<file path="config.mk">
export PLATFORM = sky130hd
export DESIGN_NAME = bezier_curve_flattener_core
export DESIGN_NICKNAME = d
export VERILOG_FILES = /design/src/design/bcf_pkg.sv /design/src/design/bcf_div.sv /design/src/design/bcf_datapath.sv /design/src/design/bcf_ctrl.sv /design/src/design/bezier_curve_flattener_core.sv
export SDC_FILE = /design/constraint.sdc
export NUM_CORES = 2
export LEC_CHECK = 0
export BUFFER_PORTS_ARGS = -buffer_cell sky130_fd_sc_hd__buf_2
export CAP_MARGIN = 15
export CORE_MARGIN = 2
export CORE_UTILIZATION = 35
export DETAILED_ROUTE_END_ITERATION = 7
export PLACE_DENSITY = 0.52
export SLEW_MARGIN = 20
export SYNTH_ARGS = -nofsm -noshare
export SYNTH_HDL_FRONTEND = slang
export SYNTH_HIERARCHICAL = 1
export SYNTH_SLANG_ARGS = --single-unit
</file>
<file path="constraint.sdc">
create_clock -name clk -period 9.5 [get_ports clk]
set_input_delay 0.95 -clock clk [delete_from_list [all_inputs] [get_ports clk]]
set_output_delay 0.95 -clock clk [all_outputs]
set_load 0.02 [all_outputs]
</file>
<file path="src/design/bcf_pkg.sv">
package bcf_pkg;

    localparam int COORD_WIDTH  = 24;
    localparam int MAX_SEGMENTS = 64;

    // segment_count field width and Q1.16 parameter width (t runs 0..1.0)
    localparam int SEG_W     = 7;
    localparam int FRAC_BITS = 16;
    localparam int T_W       = FRAC_BITS + 1;
    localparam int STEP_W    = 4;

    localparam logic [STEP_W-1:0] LAST_STEP_QUAD  = STEP_W'(8);
    localparam logic [STEP_W-1:0] LAST_STEP_CUBIC = STEP_W'(13);

    typedef struct packed {
        logic                          mode;
        logic signed [COORD_WIDTH-1:0] start_x;
        logic signed [COORD_WIDTH-1:0] start_y;
        logic signed [COORD_WIDTH-1:0] ctrl_a_x;
        logic signed [COORD_WIDTH-1:0] ctrl_a_y;
        logic signed [COORD_WIDTH-1:0] ctrl_b_x;
        logic signed [COORD_WIDTH-1:0] ctrl_b_y;
        logic signed [COORD_WIDTH-1:0] end_x;
        logic signed [COORD_WIDTH-1:0] end_y;
        logic        [SEG_W-1:0]       segment_count;
    } curve_t;

    typedef struct packed {
        logic signed [COORD_WIDTH-1:0] from_x;
        logic signed [COORD_WIDTH-1:0] from_y;
        logic signed [COORD_WIDTH-1:0] to_x;
        logic signed [COORD_WIDTH-1:0] to_y;
        logic                          last_segment;
    } segment_t;

    typedef enum logic [2:0] {
        S_IDLE,
        S_DSTART,
        S_DIV,
        S_STEP,
        S_ISSUE,
        S_DRAIN,
        S_EMIT
    } state_t;

    // multiplier operations; the product is written back in the following cycle
    typedef enum logic [3:0] {
        OP_NONE,
        OP_UU,
        OP_TT,
        OP_W0Q,
        OP_W1Q,
        OP_W2Q,
        OP_W0C,
        OP_W1C,
        OP_W2C,
        OP_W3C,
        OP_MACX,
        OP_MACY
    } op_t;

    typedef struct packed {
        op_t        op;
        logic [1:0] idx;
    } mac_cmd_t;

    typedef struct packed {
        logic     load;
        logic     step;
        mac_cmd_t mac;
        logic     emit;
    } dp_cmd_t;

    typedef struct packed {
        logic cubic;
        logic last;
    } dp_status_t;

    // per-point multiply schedule
    function automatic mac_cmd_t op_for(input logic cubic, input logic [STEP_W-1:0] step);
        mac_cmd_t          c;
        logic [STEP_W-1:0] d;
        c.op  = OP_NONE;
        c.idx = 2'd0;
        if (cubic)
        begin
            if (step == STEP_W'(0))
                c.op = OP_UU;
            else if (step == STEP_W'(1))
                c.op = OP_TT;
            else if (step == STEP_W'(2))
                c.op = OP_W0C;
            else if (step == STEP_W'(3))
                c.op = OP_W1C;
            else if (step == STEP_W'(4))
                c.op = OP_W2C;
            else if (step == STEP_W'(5))
                c.op = OP_W3C;
            else if (step <= STEP_W'(9))
            begin
                d     = step - STEP_W'(6);
                c.op  = OP_MACX;
                c.idx = d[1:0];
            end
            else if (step <= LAST_STEP_CUBIC)
            begin
                d     = step - STEP_W'(10);
                c.op  = OP_MACY;
                c.idx = d[1:0];
            end
        end
        else
        begin
            if (step == STEP_W'(0))
                c.op = OP_W0Q;
            else if (step == STEP_W'(1))
                c.op = OP_W1Q;
            else if (step == STEP_W'(2))
                c.op = OP_W2Q;
            else if (step <= STEP_W'(5))
            begin
                d     = step - STEP_W'(3);
                c.op  = OP_MACX;
                c.idx = d[1:0];
            end
            else if (step <= LAST_STEP_QUAD)
            begin
                d     = step - STEP_W'(6);
                c.op  = OP_MACY;
                c.idx = d[1:0];
            end
        end
        return c;
    endfunction

endpackage

</file>
<file path="src/design/bcf_div.sv">
module bcf_div (
    input  logic                     clk,
    input  logic                     rst_n,
    input  logic                     start,
    input  logic [bcf_pkg::SEG_W-1:0] divisor,
    output logic [bcf_pkg::T_W-1:0]   quo,
    output logic [bcf_pkg::SEG_W-1:0] rem,
    output logic                     done
);
    import bcf_pkg::*;

    localparam int CNT_W = $clog2(T_W + 1);

    // restoring divide of 1.0 (Q1.16) by the segment count, one bit a cycle
    logic [T_W-1:0]   dvd_reg, dvd_next;
    logic [T_W-1:0]   quo_reg, quo_next;
    logic [SEG_W-1:0] rem_reg, rem_next;
    logic [CNT_W-1:0] cnt_reg, cnt_next;
    logic             done_reg, done_next;
    logic [SEG_W:0]   trial;
    logic [SEG_W:0]   diff;
    logic             ge;

    assign trial = {rem_reg, dvd_reg[T_W-1]};
    assign ge    = trial >= {1'b0, divisor};
    assign diff  = trial - {1'b0, divisor};

    always_comb
    begin
        dvd_next  = dvd_reg;
        quo_next  = quo_reg;
        rem_next  = rem_reg;
        cnt_next  = cnt_reg;
        done_next = done_reg;
        if (start)
        begin
            dvd_next  = T_W'(1) << FRAC_BITS;
            quo_next  = '0;
            rem_next  = '0;
            cnt_next  = CNT_W'(T_W);
            done_next = 1'b0;
        end
        else if (cnt_reg != '0)
        begin
            dvd_next = {dvd_reg[T_W-2:0], 1'b0};
            quo_next = {quo_reg[T_W-2:0], ge};
            rem_next = ge ? diff[SEG_W-1:0] : trial[SEG_W-1:0];
            cnt_next = cnt_reg - CNT_W'(1);
            if (cnt_reg == CNT_W'(1))
                done_next = 1'b1;
        end
    end

    always_ff @(posedge clk or negedge rst_n)
    begin
        if (!rst_n)
        begin
            cnt_reg  <= '0;
            done_reg <= 1'b0;
        end
        else
        begin
            cnt_reg  <= cnt_next;
            done_reg <= done_next;
        end
    end

    always_ff @(posedge clk)
    begin
        dvd_reg <= dvd_next;
        quo_reg <= quo_next;
        rem_reg <= rem_next;
    end

    assign quo  = quo_reg;
    assign rem  = rem_reg;
    assign done = done_reg;

endmodule

</file>
<file path="src/design/bcf_datapath.sv">
module bcf_datapath (
    input  logic                      clk,
    input  logic                      rst_n,
    input  bcf_pkg::dp_cmd_t          cmd,
    input  bcf_pkg::curve_t           curve,
    input  logic [bcf_pkg::T_W-1:0]   quo,
    input  logic [bcf_pkg::SEG_W-1:0] rem,
    output logic [bcf_pkg::SEG_W-1:0] divisor,
    output bcf_pkg::dp_status_t       status,
    output bcf_pkg::segment_t         seg
);
    import bcf_pkg::*;

    localparam int MB_W  = (COORD_WIDTH > T_W + 1) ? COORD_WIDTH : T_W + 1;
    localparam int P_W   = T_W + 1 + MB_W;
    localparam int ACC_W = P_W + 2;
    localparam int RND_W = ACC_W + 1 - FRAC_BITS;

    localparam logic signed [RND_W-1:0] SAT_HI = RND_W'((64'sd1 <<< (COORD_WIDTH - 1)) - 64'sd1);
    localparam logic signed [RND_W-1:0] SAT_LO = ~SAT_HI;
    localparam logic [ACC_W:0]          HALF   = (ACC_W + 1)'(1) << (FRAC_BITS - 1);

    // curve registers
    logic                          cubic_reg;
    logic        [SEG_W-1:0]       n_reg;
    logic signed [COORD_WIDTH-1:0] coord_reg [0:7];
    logic signed [COORD_WIDTH-1:0] prev_x_reg, prev_y_reg;

    // parameter stepping: t += q0 (+1 on remainder wrap)
    logic [T_W-1:0]   t_reg;
    logic [SEG_W-1:0] r_reg;
    logic [SEG_W-1:0] i_reg;
    logic [T_W-1:0]   u;
    logic [T_W:0]     t_sum;
    logic [SEG_W:0]   r_sum;
    logic [SEG_W:0]   r_sub;
    logic             wrap;

    // weights and multiplier
    logic [T_W-1:0]          uu_reg, tt_reg;
    logic [T_W-1:0]          w_reg [0:3];
    logic [T_W-1:0]          a_val;
    logic [T_W-1:0]          b_w;
    logic signed [COORD_WIDTH-1:0] coord_sel;
    logic signed [MB_W-1:0]  mult_b;
    logic signed [P_W-1:0]   prod_next, prod_reg;
    op_t                     op_reg;
    logic [1:0]              idx_reg;
    logic [P_W+1:0]          p1, p2, scaled;
    logic [T_W-1:0]          wgt;
    logic signed [ACC_W-1:0] prod_ext;
    logic signed [ACC_W-1:0] acc_x_reg, acc_y_reg;

    // rounding
    logic [ACC_W:0]                sx, sy;
    logic signed [RND_W-1:0]       rx, ry;
    logic signed [COORD_WIDTH-1:0] nx, ny;
    segment_t                      seg_reg;
    logic [SEG_W-1:0]              n_eff;

    assign n_eff = (curve.segment_count == '0) ? SEG_W'(1) :
                   (curve.segment_count > SEG_W'(MAX_SEGMENTS)) ? SEG_W'(MAX_SEGMENTS) :
                   curve.segment_count;

    assign u     = (T_W'(1) << FRAC_BITS) - t_reg;
    assign r_sum = {1'b0, r_reg} + {1'b0, rem};
    assign wrap  = r_sum >= {1'b0, n_reg};
    assign r_sub = r_sum - {1'b0, n_reg};
    assign t_sum = {1'b0, t_reg} + {1'b0, quo} + (T_W + 1)'(wrap);

    // operand selection
    always_comb
    begin
        a_val     = u;
        b_w       = u;
        coord_sel = coord_reg[{cmd.mac.op == OP_MACY, cmd.mac.idx}];
        unique case (cmd.mac.op)
            OP_UU, OP_W0Q: begin a_val = u;      b_w = u;      end
            OP_TT, OP_W2Q: begin a_val = t_reg;  b_w = t_reg;  end
            OP_W1Q:        begin a_val = u;      b_w = t_reg;  end
            OP_W0C:        begin a_val = uu_reg; b_w = u;      end
            OP_W1C:        begin a_val = uu_reg; b_w = t_reg;  end
            OP_W2C:        begin a_val = u;      b_w = tt_reg; end
            OP_W3C:        begin a_val = tt_reg; b_w = t_reg;  end
            OP_MACX, OP_MACY:
            begin
                a_val = w_reg[cmd.mac.idx];
                b_w   = u;
            end
            default:       begin a_val = u;      b_w = u;      end
        endcase
        if (cmd.mac.op == OP_MACX || cmd.mac.op == OP_MACY)
            mult_b = MB_W'(coord_sel);
        else
            mult_b = $signed(MB_W'(b_w));
        prod_next = $signed({1'b0, a_val}) * mult_b;
    end

    // write-back scaling: the 2ut and 3uut / 3utt terms
    assign p1 = {2'b00, prod_reg};
    assign p2 = {1'b0, prod_reg, 1'b0};
    always_comb
    begin
        unique case (op_reg)
            OP_W1Q:         scaled = p2;
            OP_W1C, OP_W2C: scaled = p1 + p2;
            default:        scaled = p1;
        endcase
    end
    assign wgt      = scaled[FRAC_BITS +: T_W];
    assign prod_ext = {{2{prod_reg[P_W-1]}}, prod_reg};

    // floor((sum + half) / 1.0), then clamp
    assign sx = {acc_x_reg[ACC_W-1], acc_x_reg} + HALF;
    assign sy = {acc_y_reg[ACC_W-1], acc_y_reg} + HALF;
    assign rx = $signed(sx[ACC_W:FRAC_BITS]);
    assign ry = $signed(sy[ACC_W:FRAC_BITS]);
    assign nx = (rx > SAT_HI) ? COORD_WIDTH'(SAT_HI) :
                (rx < SAT_LO) ? COORD_WIDTH'(SAT_LO) : COORD_WIDTH'(rx);
    assign ny = (ry > SAT_HI) ? COORD_WIDTH'(SAT_HI) :
                (ry < SAT_LO) ? COORD_WIDTH'(SAT_LO) : COORD_WIDTH'(ry);

    always_ff @(posedge clk or negedge rst_n)
    begin
        if (!rst_n)
            op_reg <= OP_NONE;
        else
            op_reg <= cmd.mac.op;
    end

    always_ff @(posedge clk)
    begin
        prod_reg <= prod_next;
        idx_reg  <= cmd.mac.idx;

        if (cmd.load)
        begin
            cubic_reg    <= curve.mode;
            n_reg        <= n_eff;
            coord_reg[0] <= curve.start_x;
            coord_reg[1] <= curve.ctrl_a_x;
            coord_reg[2] <= curve.mode ? curve.ctrl_b_x : curve.end_x;
            coord_reg[3] <= curve.end_x;
            coord_reg[4] <= curve.start_y;
            coord_reg[5] <= curve.ctrl_a_y;
            coord_reg[6] <= curve.mode ? curve.ctrl_b_y : curve.end_y;
            coord_reg[7] <= curve.end_y;
            prev_x_reg   <= curve.start_x;
            prev_y_reg   <= curve.start_y;
            t_reg        <= '0;
            r_reg        <= '0;
            i_reg        <= '0;
        end

        if (cmd.step)
        begin
            t_reg <= t_sum[T_W-1:0];
            r_reg <= wrap ? r_sub[SEG_W-1:0] : r_sum[SEG_W-1:0];
            i_reg <= i_reg + SEG_W'(1);
        end

        unique case (op_reg)
            OP_UU:                   uu_reg       <= wgt;
            OP_TT:                   tt_reg       <= wgt;
            OP_W0Q, OP_W0C:          w_reg[0]     <= wgt;
            OP_W1Q, OP_W1C:          w_reg[1]     <= wgt;
            OP_W2Q, OP_W2C:          w_reg[2]     <= wgt;
            OP_W3C:                  w_reg[3]     <= wgt;
            OP_MACX:
                acc_x_reg <= (idx_reg == 2'd0) ? prod_ext : acc_x_reg + prod_ext;
            OP_MACY:
                acc_y_reg <= (idx_reg == 2'd0) ? prod_ext : acc_y_reg + prod_ext;
            default:
            begin
            end
        endcase

        if (cmd.emit)
        begin
            seg_reg.from_x       <= prev_x_reg;
            seg_reg.from_y       <= prev_y_reg;
            seg_reg.to_x         <= nx;
            seg_reg.to_y         <= ny;
            seg_reg.last_segment <= status.last;
            prev_x_reg           <= nx;
            prev_y_reg           <= ny;
        end
    end

    assign divisor      = n_reg;
    assign status.cubic = cubic_reg;
    assign status.last  = (i_reg == n_reg);
    assign seg          = seg_reg;

endmodule

</file>
<file path="src/design/bcf_ctrl.sv">
module bcf_ctrl (
    input  logic                clk,
    input  logic                rst_n,
    input  logic                curve_valid,
    output logic                curve_ready,
    output logic                seg_valid,
    input  logic                seg_ready,
    output logic                div_start,
    input  logic                div_done,
    input  bcf_pkg::dp_status_t status,
    output bcf_pkg::dp_cmd_t    cmd
);
    import bcf_pkg::*;

    state_t            state_reg, state_next;
    logic [STEP_W-1:0] step_reg, step_next;
    logic              out_valid_reg, out_valid_next;
    logic [STEP_W-1:0] last_step;
    logic              slot_free;

    assign last_step = status.cubic ? LAST_STEP_CUBIC : LAST_STEP_QUAD;
    assign slot_free = !out_valid_reg || seg_ready;

    always_comb
    begin
        state_next     = state_reg;
        step_next      = step_reg;
        out_valid_next = out_valid_reg && !seg_ready;
        curve_ready    = 1'b0;
        div_start      = 1'b0;
        cmd.load       = 1'b0;
        cmd.step       = 1'b0;
        cmd.mac.op     = OP_NONE;
        cmd.mac.idx    = 2'd0;
        cmd.emit       = 1'b0;
        unique case (state_reg)
            S_IDLE:
            begin
                curve_ready = 1'b1;
                if (curve_valid)
                begin
                    cmd.load   = 1'b1;
                    state_next = S_DSTART;
                end
            end
            S_DSTART:
            begin
                div_start  = 1'b1;
                state_next = S_DIV;
            end
            S_DIV:
            begin
                if (div_done)
                    state_next = S_STEP;
            end
            S_STEP:
            begin
                cmd.step   = 1'b1;
                step_next  = '0;
                state_next = S_ISSUE;
            end
            S_ISSUE:
            begin
                cmd.mac   = op_for(status.cubic, step_reg);
                step_next = step_reg + STEP_W'(1);
                if (step_reg == last_step)
                    state_next = S_DRAIN;
            end
            S_DRAIN:
            begin
                state_next = S_EMIT;
            end
            S_EMIT:
            begin
                if (slot_free)
                begin
                    cmd.emit       = 1'b1;
                    out_valid_next = 1'b1;
                    state_next     = status.last ? S_IDLE : S_STEP;
                end
            end
            default:
            begin
                state_next = S_IDLE;
            end
        endcase
    end

    always_ff @(posedge clk or negedge rst_n)
    begin
        if (!rst_n)
        begin
            state_reg     <= S_IDLE;
            step_reg      <= '0;
            out_valid_reg <= 1'b0;
        end
        else
        begin
            state_reg     <= state_next;
            step_reg      <= step_next;
            out_valid_reg <= out_valid_next;
        end
    end

    assign seg_valid = out_valid_reg;

endmodule

</file>
<file path="src/design/bezier_curve_flattener_core.sv">
// Channel   Dir  Handshake                 Payload
// curve     in   curve_valid/curve_ready   bcf_pkg::curve_t (one quadratic or cubic curve)
// seg       out  seg_valid/seg_ready       bcf_pkg::segment_t (one line segment)
//
// One curve transfer yields n segment transfers, n = segment_count clamped to 1..64.
// Per curve: load, divider start, then the divide (17 quotient bits, then done), then per
// segment one step, 14 (cubic) or 9 (quadratic) multiplier issues, a drain and an emit,
// all through the single shared 18 x 24 multiplier.
// Reset (rst_n, async low) clears the controller, divider count and multiplier op.
// curve_ready is high only when idle; a stalled seg holds its segment and holds back the
// next emit.
module bezier_curve_flattener_core (
    input  logic              clk,
    input  logic              rst_n,
    input  logic              curve_valid,
    output logic              curve_ready,
    input  bcf_pkg::curve_t   curve,
    output logic              seg_valid,
    input  logic              seg_ready,
    output bcf_pkg::segment_t seg
);
    import bcf_pkg::*;

    dp_cmd_t          cmd;
    dp_status_t       status;
    logic             div_start;
    logic             div_done;
    logic [T_W-1:0]   div_quo;
    logic [SEG_W-1:0] div_rem;
    logic [SEG_W-1:0] divisor;

    // sequencer: load, divide, then step/issue/drain/emit per segment
    bcf_ctrl u_ctrl (
        .clk         (clk),
        .rst_n       (rst_n),
        .curve_valid (curve_valid),
        .curve_ready (curve_ready),
        .seg_valid   (seg_valid),
        .seg_ready   (seg_ready),
        .div_start   (div_start),
        .div_done    (div_done),
        .status      (status),
        .cmd         (cmd)
    );

    // q0 = floor(1.0 / n) and its remainder, reused by every t step of the curve
    bcf_div u_div (
        .clk     (clk),
        .rst_n   (rst_n),
        .start   (div_start),
        .divisor (divisor),
        .quo     (div_quo),
        .rem     (div_rem),
        .done    (div_done)
    );

    // Bernstein weights, point accumulation, rounding, output register
    bcf_datapath u_dp (
        .clk     (clk),
        .rst_n   (rst_n),
        .cmd     (cmd),
        .curve   (curve),
        .quo     (div_quo),
        .rem     (div_rem),
        .divisor (divisor),
        .status  (status),
        .seg     (seg)
    );

endmodule
</file>
==> metrics.yaml <==
critical_path:
  crit_buf_inv: 13
  slowest_delay_ps: 590
  arrival_ps: 9860
  rrSetupSlack_ps: 200
  crit_type: "reg -> reg"
  required_ps: 10050
  cp-start-kind: "flop"
  end_kind: "flop"
  critPathTopFamily: "adder cells"
  cp_slowest_cell: "mux4_2"
  worstPathMaxFanout: 8
global_route:
  antenna_found_initial: 7
  track_usage_pct: 21.11
  grt-ovfl-total: 0
  grt_pass1_wl_um: 228100
  grt_pass1_vias: 36690
  grt_max_degree: 137
route:
  viasPerCell: 5.104
  vias: 36160
  wl_um: 150900
  drtAntennaViolNets: 0
  first_iter_violations: 2492
  wl_per_cell_um: 21.30
  drc: 0
  firstDrtPassIters: 6
layout:
  areaGrowthSynthToFinish_pct: 20.80
  n_fill_cell: 13460
  final_common_cell: "edfxtp_1"
  final_cells: 7084
  largest_register_ffs: 192
  layout-drive-gt1-share_pct: 22.69
  final_nets: 6023
  final_cell_mix: "566 x edfxtp_1, 536 x inv_1, 458 x nand2_1"
floorplan:
  ios: 303
  die_w_um: 378.0
  die_area_sq_mm: 0.1429
  initial_core_util_pct: 35.18
  design.core.area_sq_mm: 0.1392
  std_cell_rows: 137
  die-height_um: 378.0
sta:
  fin_ws_ps: 197.5
  hold_viol_final: 0
  max_slew_margin_pct: 25.04
  post-route-period-util_pct: 97.92
  max_freq_ghz: 0.1075
  finalSetupTns_ps: 0
  rsz0062_at_grt: "true"
  clock_skew_ps: 33.84
  finalMaxSlewViolations: 0
  tightest_slew_ps: 1113
  fin_crit_ps: 9302
  holdWs_ps: 250.4
  setup_viol: 0
placed_design:
  placed_cells: 6897
  hpwl_um: 119900
  gp_congestion: 0.9342
  pre_cts_slack_ps: -338.2
  portBuffers: 302
logic_synthesis:
  synth.distinct_cells: 91
  syn_inst: 4525
  ys_seq_area_share_pct: 38.45
  synth_fa_ha_area_share_pct: 23.45
  synth-seq-cells: 653
  synth_edf_count: 566
  syn_avg_cell_area_sq_um: 10.82
  synth_top_family_by_area: "adder cells"
  synth-simple-area-share_pct: 11.69
  ys_warn_count: 6
  synthMuxAreaShare_pct: 5.640
  syn_nets: 5401
  synth_compound_area_share_pct: 11.12
  syn-cell-area_sq_mm: 0.04896
  synthFlopType: "edfxtp_1"
  synth_xor_area_share_pct: 3.918
  async_reset_ff_share_pct: 2.757
power_and_ir_drop:
  p_leak_nw: 25.06
  ir_drop_uv: 123.0
  cellPowerDensity_mw_per_mm2: 104.7
clock_network:
  clock_path_buffers: 3
  root_buffer: "clkbuf_16"
  cts_sinks: 653
  clock_latency_ps: 680
  clk_pin_slew_ps: 60
  cts_buffers: 74
  h-tree-depth: 3
  cts_tree: "built"
status:
  run_status: "completed"
job:
  cap_viol_max_count: 0
worst_hold_path:
  worstHoldPathType: "in -> async"
==> area by class of cell <==
type | count | area [sq um] | share of cell area, %
diodes | 2 | 5.005 | 0.008461
flip-flops and latches | 653 | 18830 | 31.83
clock inverters | 41 | 500.5 | 0.8461
clock buffers | 94 | 2041 | 3.450
repair buffers | 725 | 5211 | 8.811
well taps | 1876 | 2347 | 3.968
multi-input cells | 3138 | 28130 | 47.56
inverters | 555 | 2083 | 3.522
==> worst register-to-register path, delay by kind of cell, from the launching register on <==
kind	cells	cell delay, ps
AOI/OAI and AO/OA	10	1960
DFF	1	380
buffers and inverters	13	1430
adders and majority gates	8	3450
and+or+nand+nor	5	1050
muxes	2	930
==> synth_stat cells, drive strengths merged (8+ instances only) <==
cell    count  area [sq um]
dfrtp      18         450.4
a21o       99         743.2
or3        23         163.9
fa        408          8168
nor3       46         246.5
o21bai     28         210.2
a21boi      9         67.57
nand3      74         370.4
dfxtp      69          1381
a41oi      10         106.4
a22oi      21         157.7
a222oi     11         110.1
or2         8         50.05
a211oi     43         342.8
inv       555          2083
mux2      101          1137
nand3b     10         75.07
buf        38         193.9
ha        264          3303
nor3b      13         125.1
nor4        9         62.56
o21a       18         135.1
nor2      295          1107
o21ai     231          1156
and3       36         225.2
xor2       96         840.8
mux2i      16         160.2
nand4      30         187.7
edfxtp    566         17000
and2       65         406.6
a21oi     225          1130
nor2b      70         437.9
o31ai      18         140.1
nand2b     47         301.5
a221oi     15         131.4
o211ai     20         150.1
a31oi      23         143.9
xnor2     123          1077
nand2     464          1744
clkbuf    141         529.3
and4        9         78.83
mux4       65          1464
==> logic make-up (layout without fill, tap and decap cells) <==
kind of cell               count (synthesis)  after routing
buffers and inverters                    734           1415
DFF                                      653            653
AOI/OAI and AO/OA                        849            849
muxes                                    182            182
and+or+nand+nor                         1215           1215
xor gates and xnor gates                 219            219
other                                      0              2
adders and majority gates                673            673
==> worst paths after layout <==
kind,from,endpoint,cells after the start
worst max-delay path,u_ctrl/step_reg[1],u_dp/prod_reg[41],38
worst min-delay path,rst_n,u_dp/op_reg[0],1
worst max register to register,u_ctrl/step_reg[1],u_dp/prod_reg[41],38
worst min register to register,u_dp/prev_x_reg[20],u_dp/seg[93],0
max in group asynchronous,rst_n,u_ctrl/step_reg[0],1
min in group clk,u_dp/prev_x_reg[20],u_dp/seg[93],0
==> metal layers <==
layer | share of wire [%] | GRT usage [%]
met2 | 48 | 34.87
met4 | 2.4 | 5.781
met1 | 45 | 29.07
met5 | 0.022 | 0
met3 | 5.3 | 2.820
==> report_power, final <==
part	internal, mW	switching, mW	total (mW)
logic	0.0522	0.0394	0.0916
registers	3.09	0.0000000000000000114	3.09
clock network	1.78	1.23	3.01
==> repair_timing <==
action	in CTS	in global routing
hold endpoints to repair	0	0
hold buffers	0	0
pin swaps	2	85
endpoints found under the setup margin	15	20
cloned	1	1
buffers inserted	5	44
gates resized for setup	32	160
==> metrics by stage <==
step	power, mW	area (sq um)	utilization, %
after CTS	6.265	58150	41.78
after global placement	3.242	55390	39.80
after floorplan	3.181	48960	-
after global routing	6.376	59150	42.49
final	6.191	59150	42.49
after detailed placement	3.244	55390	39.80
Note: power is estimated with default switching activity, not from simulation.
